File: src/hdl/wss_pkg.sv
// Shared types and constants for the windowed sample statistics block.
// Used by wss_ctrl, wss_datapath and the top level; depends on nothing.
`timescale 1ns / 1ps

package wss_pkg;

  localparam int DEFAULT_WINDOW = 20;

  localparam int SAMPLE_W    = 10;
  localparam int SUM_OUT_W   = 15;
  localparam int CNT_OUT_W   = 5;
  localparam int TENTHS_W    = 6;

  localparam int SAMPLE_MAX    = 1023;
  localparam int SUM_OUT_MAX   = 32767;
  localparam int COUNT_OUT_MAX = 31;

  // tenths = floor(x * 100 / 2046)
  localparam int TENTHS_NUM   = 100;
  localparam int TENTHS_NUM_W = 7;
  localparam int TENTHS_DEN   = 2046;
  localparam int TENTHS_DEN_W = 11;

  // single samples scale by a reciprocal multiply: (x * MUL) >> SHIFT gives
  // floor(x * 100 / 2046) exactly for every 10-bit sample
  localparam int TENTHS_SHIFT = 21;
  localparam int TENTHS_MUL_W = 17;
  localparam int TENTHS_MUL   = ((TENTHS_NUM << TENTHS_SHIFT) / TENTHS_DEN) + 1;

  typedef struct packed {
    logic       cap;       // take the input sample, start the ring read
    logic       upd;       // update window, max and min
    logic       div_load;  // load numerator and divisor
    logic       div_step;  // one quotient bit
    logic       out_load;  // move results into the output register
  } wss_cmd_t;

  typedef struct packed {
    logic out_free;        // output register can take a new result
  } wss_stat_t;

endpackage

File: src/hdl/windowed_sample_statistics.sv
// Windowed sample statistics, 10-bit samples: one input transfer gives one
// result transfer of raw and scaled figures. Each sample passes through a
// capture, a window update, an operand load and six steps of the restoring
// divider for the average tenths, and an output load; the current, max and
// min tenths come from a reciprocal multiply at the output load. A new
// sample is taken only once the last one has been loaded for output. The
// output register holds a finished result while the next sample is taken;
// a result still waiting there when the next one is ready holds the block
// until it is transferred.
// Depends on wss_pkg, wss_ctrl and wss_datapath.
`timescale 1ns / 1ps

module windowed_sample_statistics #(
  parameter int WINDOW = wss_pkg::DEFAULT_WINDOW
) (
  input  logic                           clk,
  input  logic                           rst_n,
  input  logic                           in_valid,
  output logic                           in_ready,
  input  logic [wss_pkg::SAMPLE_W-1:0]   in_sample,
  output logic                           out_valid,
  input  logic                           out_ready,
  output logic [wss_pkg::SAMPLE_W-1:0]   out_current_raw,
  output logic [wss_pkg::SAMPLE_W-1:0]   out_max_raw,
  output logic [wss_pkg::SAMPLE_W-1:0]   out_min_raw,
  output logic [wss_pkg::SUM_OUT_W-1:0]  out_window_sum,
  output logic [wss_pkg::CNT_OUT_W-1:0]  out_window_count,
  output logic [wss_pkg::TENTHS_W-1:0]   out_current_tenths,
  output logic [wss_pkg::TENTHS_W-1:0]   out_max_tenths,
  output logic [wss_pkg::TENTHS_W-1:0]   out_min_tenths,
  output logic [wss_pkg::TENTHS_W-1:0]   out_avg_tenths
);
  import wss_pkg::*;

  wss_cmd_t  cmd;
  wss_stat_t stat;

  wss_ctrl u_ctrl (
    .clk      (clk),
    .rst_n    (rst_n),
    .in_valid (in_valid),
    .in_ready (in_ready),
    .stat     (stat),
    .cmd      (cmd)
  );

  wss_datapath #(
    .WINDOW (WINDOW)
  ) u_dp (
    .clk                (clk),
    .rst_n              (rst_n),
    .cmd                (cmd),
    .stat               (stat),
    .in_sample          (in_sample),
    .out_valid          (out_valid),
    .out_ready          (out_ready),
    .out_current_raw    (out_current_raw),
    .out_max_raw        (out_max_raw),
    .out_min_raw        (out_min_raw),
    .out_window_sum     (out_window_sum),
    .out_window_count   (out_window_count),
    .out_current_tenths (out_current_tenths),
    .out_max_tenths     (out_max_tenths),
    .out_min_tenths     (out_min_tenths),
    .out_avg_tenths     (out_avg_tenths)
  );

endmodule

File: src/hdl/wss_ctrl.sv
// Controller for the windowed sample statistics block.
// Sequences capture, window update, the divider run for the average and the
// output load. Depends on wss_pkg.
`timescale 1ns / 1ps

module wss_ctrl (
  input  logic                clk,
  input  logic                rst_n,
  input  logic                in_valid,
  output logic                in_ready,
  input  wss_pkg::wss_stat_t  stat,
  output wss_pkg::wss_cmd_t   cmd
);
  import wss_pkg::*;

  localparam logic [2:0] S_IDLE = 3'd0;
  localparam logic [2:0] S_UPD  = 3'd1;
  localparam logic [2:0] S_LOAD = 3'd2;
  localparam logic [2:0] S_STEP = 3'd3;
  localparam logic [2:0] S_DONE = 3'd4;

  localparam int         STEP_W    = $clog2(TENTHS_W);
  localparam logic [STEP_W-1:0] STEP_LAST = STEP_W'(TENTHS_W - 1);

  logic [2:0]        state_r, state_nxt;
  logic [STEP_W-1:0] step_r, step_nxt;

  assign in_ready = (state_r == S_IDLE);

  always_comb begin
    state_nxt    = state_r;
    step_nxt     = step_r;
    cmd          = '0;
    unique case (state_r)
      S_IDLE: begin
        if (in_valid) begin
          cmd.cap   = 1'b1;
          state_nxt = S_UPD;
        end
      end
      S_UPD: begin
        cmd.upd   = 1'b1;
        state_nxt = S_LOAD;
      end
      S_LOAD: begin
        cmd.div_load = 1'b1;
        step_nxt     = '0;
        state_nxt    = S_STEP;
      end
      S_STEP: begin
        cmd.div_step = 1'b1;
        step_nxt     = step_r + 1'b1;
        if (step_r == STEP_LAST) begin
          state_nxt = S_DONE;
        end
      end
      S_DONE: begin
        // hold until the previous result has been transferred
        if (stat.out_free) begin
          cmd.out_load = 1'b1;
          state_nxt    = S_IDLE;
        end
      end
      default: begin
        state_nxt = S_IDLE;
      end
    endcase
  end

  always_ff @(posedge clk) begin
    if (!rst_n) begin
      state_r <= S_IDLE;
      step_r  <= '0;
    end else begin
      state_r <= state_nxt;
      step_r  <= step_nxt;
    end
  end

endmodule

File: src/hdl/wss_datapath.sv
// Datapath for the windowed sample statistics block: ring store, running
// sum, extremes, a restoring divider for the average, reciprocal scaling and
// the output register. Depends on wss_pkg; driven by wss_ctrl.
`timescale 1ns / 1ps

module wss_datapath #(
  parameter int WINDOW = wss_pkg::DEFAULT_WINDOW
) (
  input  logic                                clk,
  input  logic                                rst_n,
  input  wss_pkg::wss_cmd_t                   cmd,
  output wss_pkg::wss_stat_t                  stat,
  input  logic [wss_pkg::SAMPLE_W-1:0]        in_sample,
  output logic                                out_valid,
  input  logic                                out_ready,
  output logic [wss_pkg::SAMPLE_W-1:0]        out_current_raw,
  output logic [wss_pkg::SAMPLE_W-1:0]        out_max_raw,
  output logic [wss_pkg::SAMPLE_W-1:0]        out_min_raw,
  output logic [wss_pkg::SUM_OUT_W-1:0]       out_window_sum,
  output logic [wss_pkg::CNT_OUT_W-1:0]       out_window_count,
  output logic [wss_pkg::TENTHS_W-1:0]        out_current_tenths,
  output logic [wss_pkg::TENTHS_W-1:0]        out_max_tenths,
  output logic [wss_pkg::TENTHS_W-1:0]        out_min_tenths,
  output logic [wss_pkg::TENTHS_W-1:0]        out_avg_tenths
);
  import wss_pkg::*;

  localparam int PTR_W  = $clog2(WINDOW);
  localparam int CNT_W  = $clog2(WINDOW);
  localparam int SUM_W  = SAMPLE_W + CNT_W;
  localparam int DIV_W  = SUM_W + TENTHS_NUM_W;
  localparam int DEN_W  = TENTHS_DEN_W + CNT_W;
  localparam int SUM_X_W = (SUM_W > SUM_OUT_W) ? SUM_W : SUM_OUT_W;
  localparam int CNT_X_W = (CNT_W > CNT_OUT_W) ? CNT_W : CNT_OUT_W;
  localparam int PROD_W  = SAMPLE_W + TENTHS_MUL_W;

  localparam logic [PTR_W-1:0] LAST_SLOT = PTR_W'(WINDOW - 1);
  localparam logic [CNT_W-1:0] FULL_CNT  = CNT_W'(WINDOW - 1);

  logic [SAMPLE_W-1:0] ring_mem [WINDOW];
  logic [SAMPLE_W-1:0] rd_data_r;

  logic [PTR_W-1:0]    wr_ptr_r, rd_ptr_r;
  logic [CNT_W-1:0]    fill_r;
  logic [SUM_W-1:0]    sum_r;
  logic [SAMPLE_W-1:0] max_r, min_r, samp_r;

  logic [DIV_W-1:0]    rem_r, den_r;
  logic [TENTHS_W-1:0] q_r;

  logic                out_valid_r;
  logic [SAMPLE_W-1:0] out_cur_r, out_max_r, out_min_r;
  logic [SUM_OUT_W-1:0] out_sum_r;
  logic [CNT_OUT_W-1:0] out_cnt_r;
  logic [TENTHS_W-1:0] out_ct_r, out_mt_r, out_nt_r, out_at_r;

  logic                full;
  logic [SUM_W-1:0]    sum_nxt;
  logic [DIV_W-1:0]    num;
  logic [DEN_W-1:0]    den;
  logic                ge;
  logic [TENTHS_W-1:0] q_nxt;
  logic [SUM_X_W-1:0]  sum_x;
  logic [CNT_X_W-1:0]  cnt_x;

  // scale one sample to tenths of a volt
  function automatic logic [TENTHS_W-1:0] to_tenths(input logic [SAMPLE_W-1:0] x);
    logic [PROD_W-1:0] prod;
    prod = PROD_W'(x) * PROD_W'(TENTHS_MUL);
    return prod[TENTHS_SHIFT +: TENTHS_W];
  endfunction

  // ring store: read the oldest entry at capture, write the new one at update
  always_ff @(posedge clk) begin
    if (cmd.cap) begin
      rd_data_r <= ring_mem[rd_ptr_r];
    end
  end

  always_ff @(posedge clk) begin
    if (cmd.upd) begin
      ring_mem[wr_ptr_r] <= samp_r;
    end
  end

  assign full    = (fill_r == FULL_CNT);
  assign sum_nxt = sum_r + SUM_W'(samp_r) - (full ? SUM_W'(rd_data_r) : '0);

  always_ff @(posedge clk) begin
    if (cmd.cap) begin
      samp_r <= in_sample;
    end
  end

  always_ff @(posedge clk) begin
    if (!rst_n) begin
      wr_ptr_r <= '0;
      rd_ptr_r <= '0;
      fill_r   <= '0;
      sum_r    <= '0;
      max_r    <= '0;
      min_r    <= SAMPLE_W'(SAMPLE_MAX);
    end else if (cmd.upd) begin
      wr_ptr_r <= (wr_ptr_r == LAST_SLOT) ? '0 : wr_ptr_r + 1'b1;
      if (full) begin
        rd_ptr_r <= (rd_ptr_r == LAST_SLOT) ? '0 : rd_ptr_r + 1'b1;
      end else begin
        fill_r <= fill_r + 1'b1;
      end
      sum_r <= sum_nxt;
      if (samp_r > max_r) begin
        max_r <= samp_r;
      end
      if (samp_r < min_r) begin
        min_r <= samp_r;
      end
    end
  end

  // average: sum * 100 over count * 2046
  assign num = DIV_W'(sum_r) * DIV_W'(TENTHS_NUM);
  assign den = DEN_W'(fill_r) * DEN_W'(TENTHS_DEN);

  // quotient is below 64, so six restoring steps are enough
  assign ge    = (rem_r >= den_r);
  assign q_nxt = {q_r[TENTHS_W-2:0], ge};

  always_ff @(posedge clk) begin
    if (cmd.div_load) begin
      rem_r <= num;
      den_r <= DIV_W'(den) << (TENTHS_W - 1);
      q_r   <= '0;
    end else if (cmd.div_step) begin
      if (ge) begin
        rem_r <= rem_r - den_r;
      end
      den_r <= den_r >> 1;
      q_r   <= q_nxt;
    end
  end

  // saturate the raw window figures to their port widths
  assign sum_x = SUM_X_W'(sum_r);
  assign cnt_x = CNT_X_W'(fill_r);

  always_ff @(posedge clk) begin
    if (cmd.out_load) begin
      out_cur_r <= samp_r;
      out_max_r <= max_r;
      out_min_r <= min_r;
      out_sum_r <= (sum_x > SUM_X_W'(SUM_OUT_MAX)) ? SUM_OUT_W'(SUM_OUT_MAX)
                                                   : sum_x[SUM_OUT_W-1:0];
      out_cnt_r <= (cnt_x > CNT_X_W'(COUNT_OUT_MAX)) ? CNT_OUT_W'(COUNT_OUT_MAX)
                                                     : cnt_x[CNT_OUT_W-1:0];
      out_ct_r  <= to_tenths(samp_r);
      out_mt_r  <= to_tenths(max_r);
      out_nt_r  <= to_tenths(min_r);
      out_at_r  <= q_r;
    end
  end

  always_ff @(posedge clk) begin
    if (!rst_n) begin
      out_valid_r <= 1'b0;
    end else if (cmd.out_load) begin
      out_valid_r <= 1'b1;
    end else if (out_ready) begin
      out_valid_r <= 1'b0;
    end
  end

  assign stat.out_free = !out_valid_r || out_ready;

  assign out_valid          = out_valid_r;
  assign out_current_raw    = out_cur_r;
  assign out_max_raw        = out_max_r;
  assign out_min_raw        = out_min_r;
  assign out_window_sum     = out_sum_r;
  assign out_window_count   = out_cnt_r;
  assign out_current_tenths = out_ct_r;
  assign out_max_tenths     = out_mt_r;
  assign out_min_tenths     = out_nt_r;
  assign out_avg_tenths     = out_at_r;

endmodule

File: config.mk
export PLATFORM = sky130hd
export DESIGN_NAME = windowed_sample_statistics
export DESIGN_NICKNAME = d
export VERILOG_FILES = /design/src/hdl/wss_pkg.sv /design/src/hdl/windowed_sample_statistics.sv /design/src/hdl/wss_ctrl.sv /design/src/hdl/wss_datapath.sv
export SDC_FILE = /design/constraint.sdc
export NUM_CORES = 1
export LEC_CHECK = 0
export BUFFER_PORTS_ARGS = -buffer_cell sky130_fd_sc_hd__buf_4
export CORE_MARGIN = 4
export CORE_UTILIZATION = 27
export DETAILED_ROUTE_END_ITERATION = 8
export MAX_ROUTING_LAYER = met4
export PLACE_DENSITY = 0.44
export SLEW_MARGIN = 25
export SYNTH_ARGS = -nofsm -noshare
export SYNTH_HDL_FRONTEND = slang
export SYNTH_SLANG_ARGS = --single-unit
File: constraint.sdc
create_clock -name clk -period 9.3 [get_ports clk]
set_input_delay 0.93 -clock clk [delete_from_list [all_inputs] [get_ports clk]]
set_output_delay 0.93 -clock clk [all_outputs]
set_load 0.02 [all_outputs]
==> flow_summary.ini <==
[status]
outcome = completed

[timing]
rsz0062_at_grt = no
timing.final.crit_share = 0.546
drv_slew = 0
fmax_ghz = 0.197
setup-tns-final_ns = 0
finalHoldViolCount = 0
relSlewSlack = 0.367
tightest_slew_ns = 0.948
setup_viol = 0
post-route-min-period_ns = 5.08
fin_skew_ns = 0.0371

[yosys]
yosysWarnings = 0
avgSynthCellArea_um2 = 12.3
synth_top_area_cell = edfxtp_1
syn_area_um2 = 25400
ys_ff_latch = 400
yosysUniqueCellTypes = 68
synth-async-reset-ratio = 0
syn_nets = 2564
netlist_top_cells_area = edfxtp_1, ha_1, fa_1
ys_seq_area_frac = 0.444
yosysMostFrequentCell = ha_1
synthFlopType = edfxtp_1
synthDominantCellAreaShare = 0.388
synth_commonest_cells = ha_1, edfxtp_1, inv_1
synth_cells = 2070
synth_edf_count = 329

[floorplan]
start_util = 0.273
die_h_um = 315
dieArea_um2 = 99200
dieWidth_um = 315
num_rows = 112
ios = 90
coreArea_um2 = 93300

[routing]
wl_um = 63000
drtIter0Drc = 760
firstDrtPassIters = 5
ant_nets = 0
routed_via_density = 4.51
drcViolationCount = 0
routedWlPerCell_um = 18.1
via_count = 15659

[critical_path]
critPathTopFamily = adder cells
cp.depth = 15
worstPathCellList = buf_4, inv_1, ha_1, inv_1, ha_1, fa_1, ha_1, fa_1, ha_1, a21oi_1, o211ai_1, o21ai_0, o21ai_0, o41ai_1, xnor2_1
cp_common_cell = ha_1
cp_slowest_stage_delay_ns = 0.83
crit_type = reg2reg
cp-start-kind = register
cp_data_required_time_ns = 9.65
cp_num_buf_inv = 3
worst-path-max-fanout = 22
endpoint_kind = register
worstPathArrival_ns = 5.43
reg2reg_depth = 15
cp_slowest_cell = edfxtp_1

[pwr]
max-vdd-ir-drop_uv = 140
pwr_density_cell_nw_per_um2 = 203
leakage_uw = 0.0126

[clock_network]
cts.htree.levels = 2
cts_hold_buf = 0
cts_resized = 0
cts_buffers = 47
clock_sinks = 400
path_clk_slew_ns = 0.06
cts_setup_buffers = 0
cts_tree = done
clock_path_buffers = 3
cts-root-buf = clkbuf_16
worstSkewPairLatency_ns = 0.61

[job]
max_cap_viol_count = 0

[layout]
fin_nets = 2676
n_fill_cell = 9520
drive_gt1_frac = 0.125
area_growth_pct = 15.3
postLayoutCoreUtil = 0.314
n_antenna_cell = 0

[global_routing]
grt_pass1_vias = 16724
grt.overflow.total = 0
grt_first_pass_wirelength_um = 98300
gr-usage-all-layers = 0.132
grtUsageMet1 = 0.169
grt-busiest-layer = met2
grt_start_max_net_pins = 63
use_met3 = 0.0166
grtUsageMet2 = 0.224
antenna_found_initial = 2

[placed_design]
gp_congestion = 0.797
dp_hpwl_um = 44900
portBuffers = 89

[min_path]
hold_class = reg2reg
min_path_cells = 0
-- per-layer routing --
layer	vias to the layer above	share of wire	wire length [µm]
li1	7627	-	-
met1	7739	0.46	28800
met2	223	0.49	31000
met3	70	0.030	1910
met4	0	0.020	1230
met5	-	0	0
-- cell families (layout without fill, tap and decap cells) --
| family | Yosys count | in the layout | synth area share |
|---|---|---|---|
| compound gates | 288 | 288 | 0.0740 |
| xor+xnor | 78 | 78 | 0.0269 |
| fa+ha+maj | 480 | 480 | 0.262 |
| buf+inv | 346 | 497 | 0.0516 |
| flops | 400 | 400 | 0.444 |
| mux | 94 | 94 | 0.0672 |
| simple gates | 384 | 384 | 0.0736 |
-- power breakdown --
group          internal [µW]  total, µW  switching, µW  leakage, µW
logic                    835       1930           1100      0.00827
clock network           1120       1910            795     0.000771
registers               2040       2110           68.8      0.00359
-- metrics by stage --
step / total power [µW] / std cells / area, µm² / setup WS [ns] / hold WS [ns]
3_3_place_gp: 4100 / 3384 / 27700 / 4.05 / 0.418
4_1_cts: 6090 / 3472 / 29300 / 3.97 / 0.435
2_1_floorplan: 3600 / 2070 / 25400 / 4.62 / 0.408
3_5_place_dp: 4100 / 3384 / 27700 / 4.01 / 0.418
6_report: 5950 / 3475 / 29300 / 4.22 / 0.436
5_1_grt: 6470 / 3475 / 29300 / 3.88 / 0.453
-- placed cells by master, fill, tap and decap left out, types with 56 or more instances in the layout --
cell      synthesis  final
fa_1             89     89
buf_4             1    112
nand2_1         114    113
nor2_1           80     80
inv_1           294    294
a21oi_1          88     87
ha_1            391    391
o21ai_0          57     56
edfxtp_1        329    329
mux4_2           60     60
dfxtp_1          71     69
-- worst register-to-register path, delay by kind of cell, from the launching register on --
kind	cells	cell delay, ns
flip-flops	1	0.83
adder cells (fa/ha/maj)	6	2.08
XOR/XNOR	1	0.12
buffers and inverters	3	0.49
AO/OA/AOI/OAI	5	1.29
-- flip-flops by register name, summed over array words and instances, names as in the netlist, 6 cells and up --
name	flops
u_dp.ring_mem	200
u_dp.rem_r	22
u_dp.den_r	21
u_dp.out_window_sum	15
u_dp.sum_r	15
u_dp.max_r	10
u_dp.min_r	10
u_dp.out_current_raw	10
u_dp.out_max_raw	10
u_dp.out_min_raw	10
u_dp.rd_data_r	10
u_dp.samp_r	10
u_dp.out_avg_tenths	6
u_dp.out_current_tenths	6
u_dp.out_max_tenths	6
u_dp.out_min_tenths	6
u_dp.q_r	6
-- path summary, 6_finish.rpt --
path	from	to	slack (ns)
max	u_dp.samp_r[8]$_DFFE_PP_	u_dp.out_current_tenths[5]$_DFFE_PP_	4.22
min	u_dp.q_r[5]$_SDFFE_PP0P_	u_dp.out_avg_tenths[5]$_DFFE_PP_	0.44
max reg2reg	u_dp.samp_r[8]$_DFFE_PP_	u_dp.out_current_tenths[5]$_DFFE_PP_	4.22
min reg2reg	u_dp.q_r[5]$_SDFFE_PP0P_	u_dp.out_avg_tenths[5]$_DFFE_PP_	0.44
-- final cells by class --
class / instances / area [µm²] / area share
Timing Repair Buffer: 115 / 891 / 0.0304
Multi-Input combinational cell: 1324 / 12800 / 0.438
Clock inverter: 31 / 392 / 0.0134
Sequential cell: 400 / 11300 / 0.386
Inverter: 294 / 1100 / 0.0376
Tap cell: 1254 / 1570 / 0.0535
Clock buffer: 57 / 1220 / 0.0417
Power figures use the tool's default switching activity.
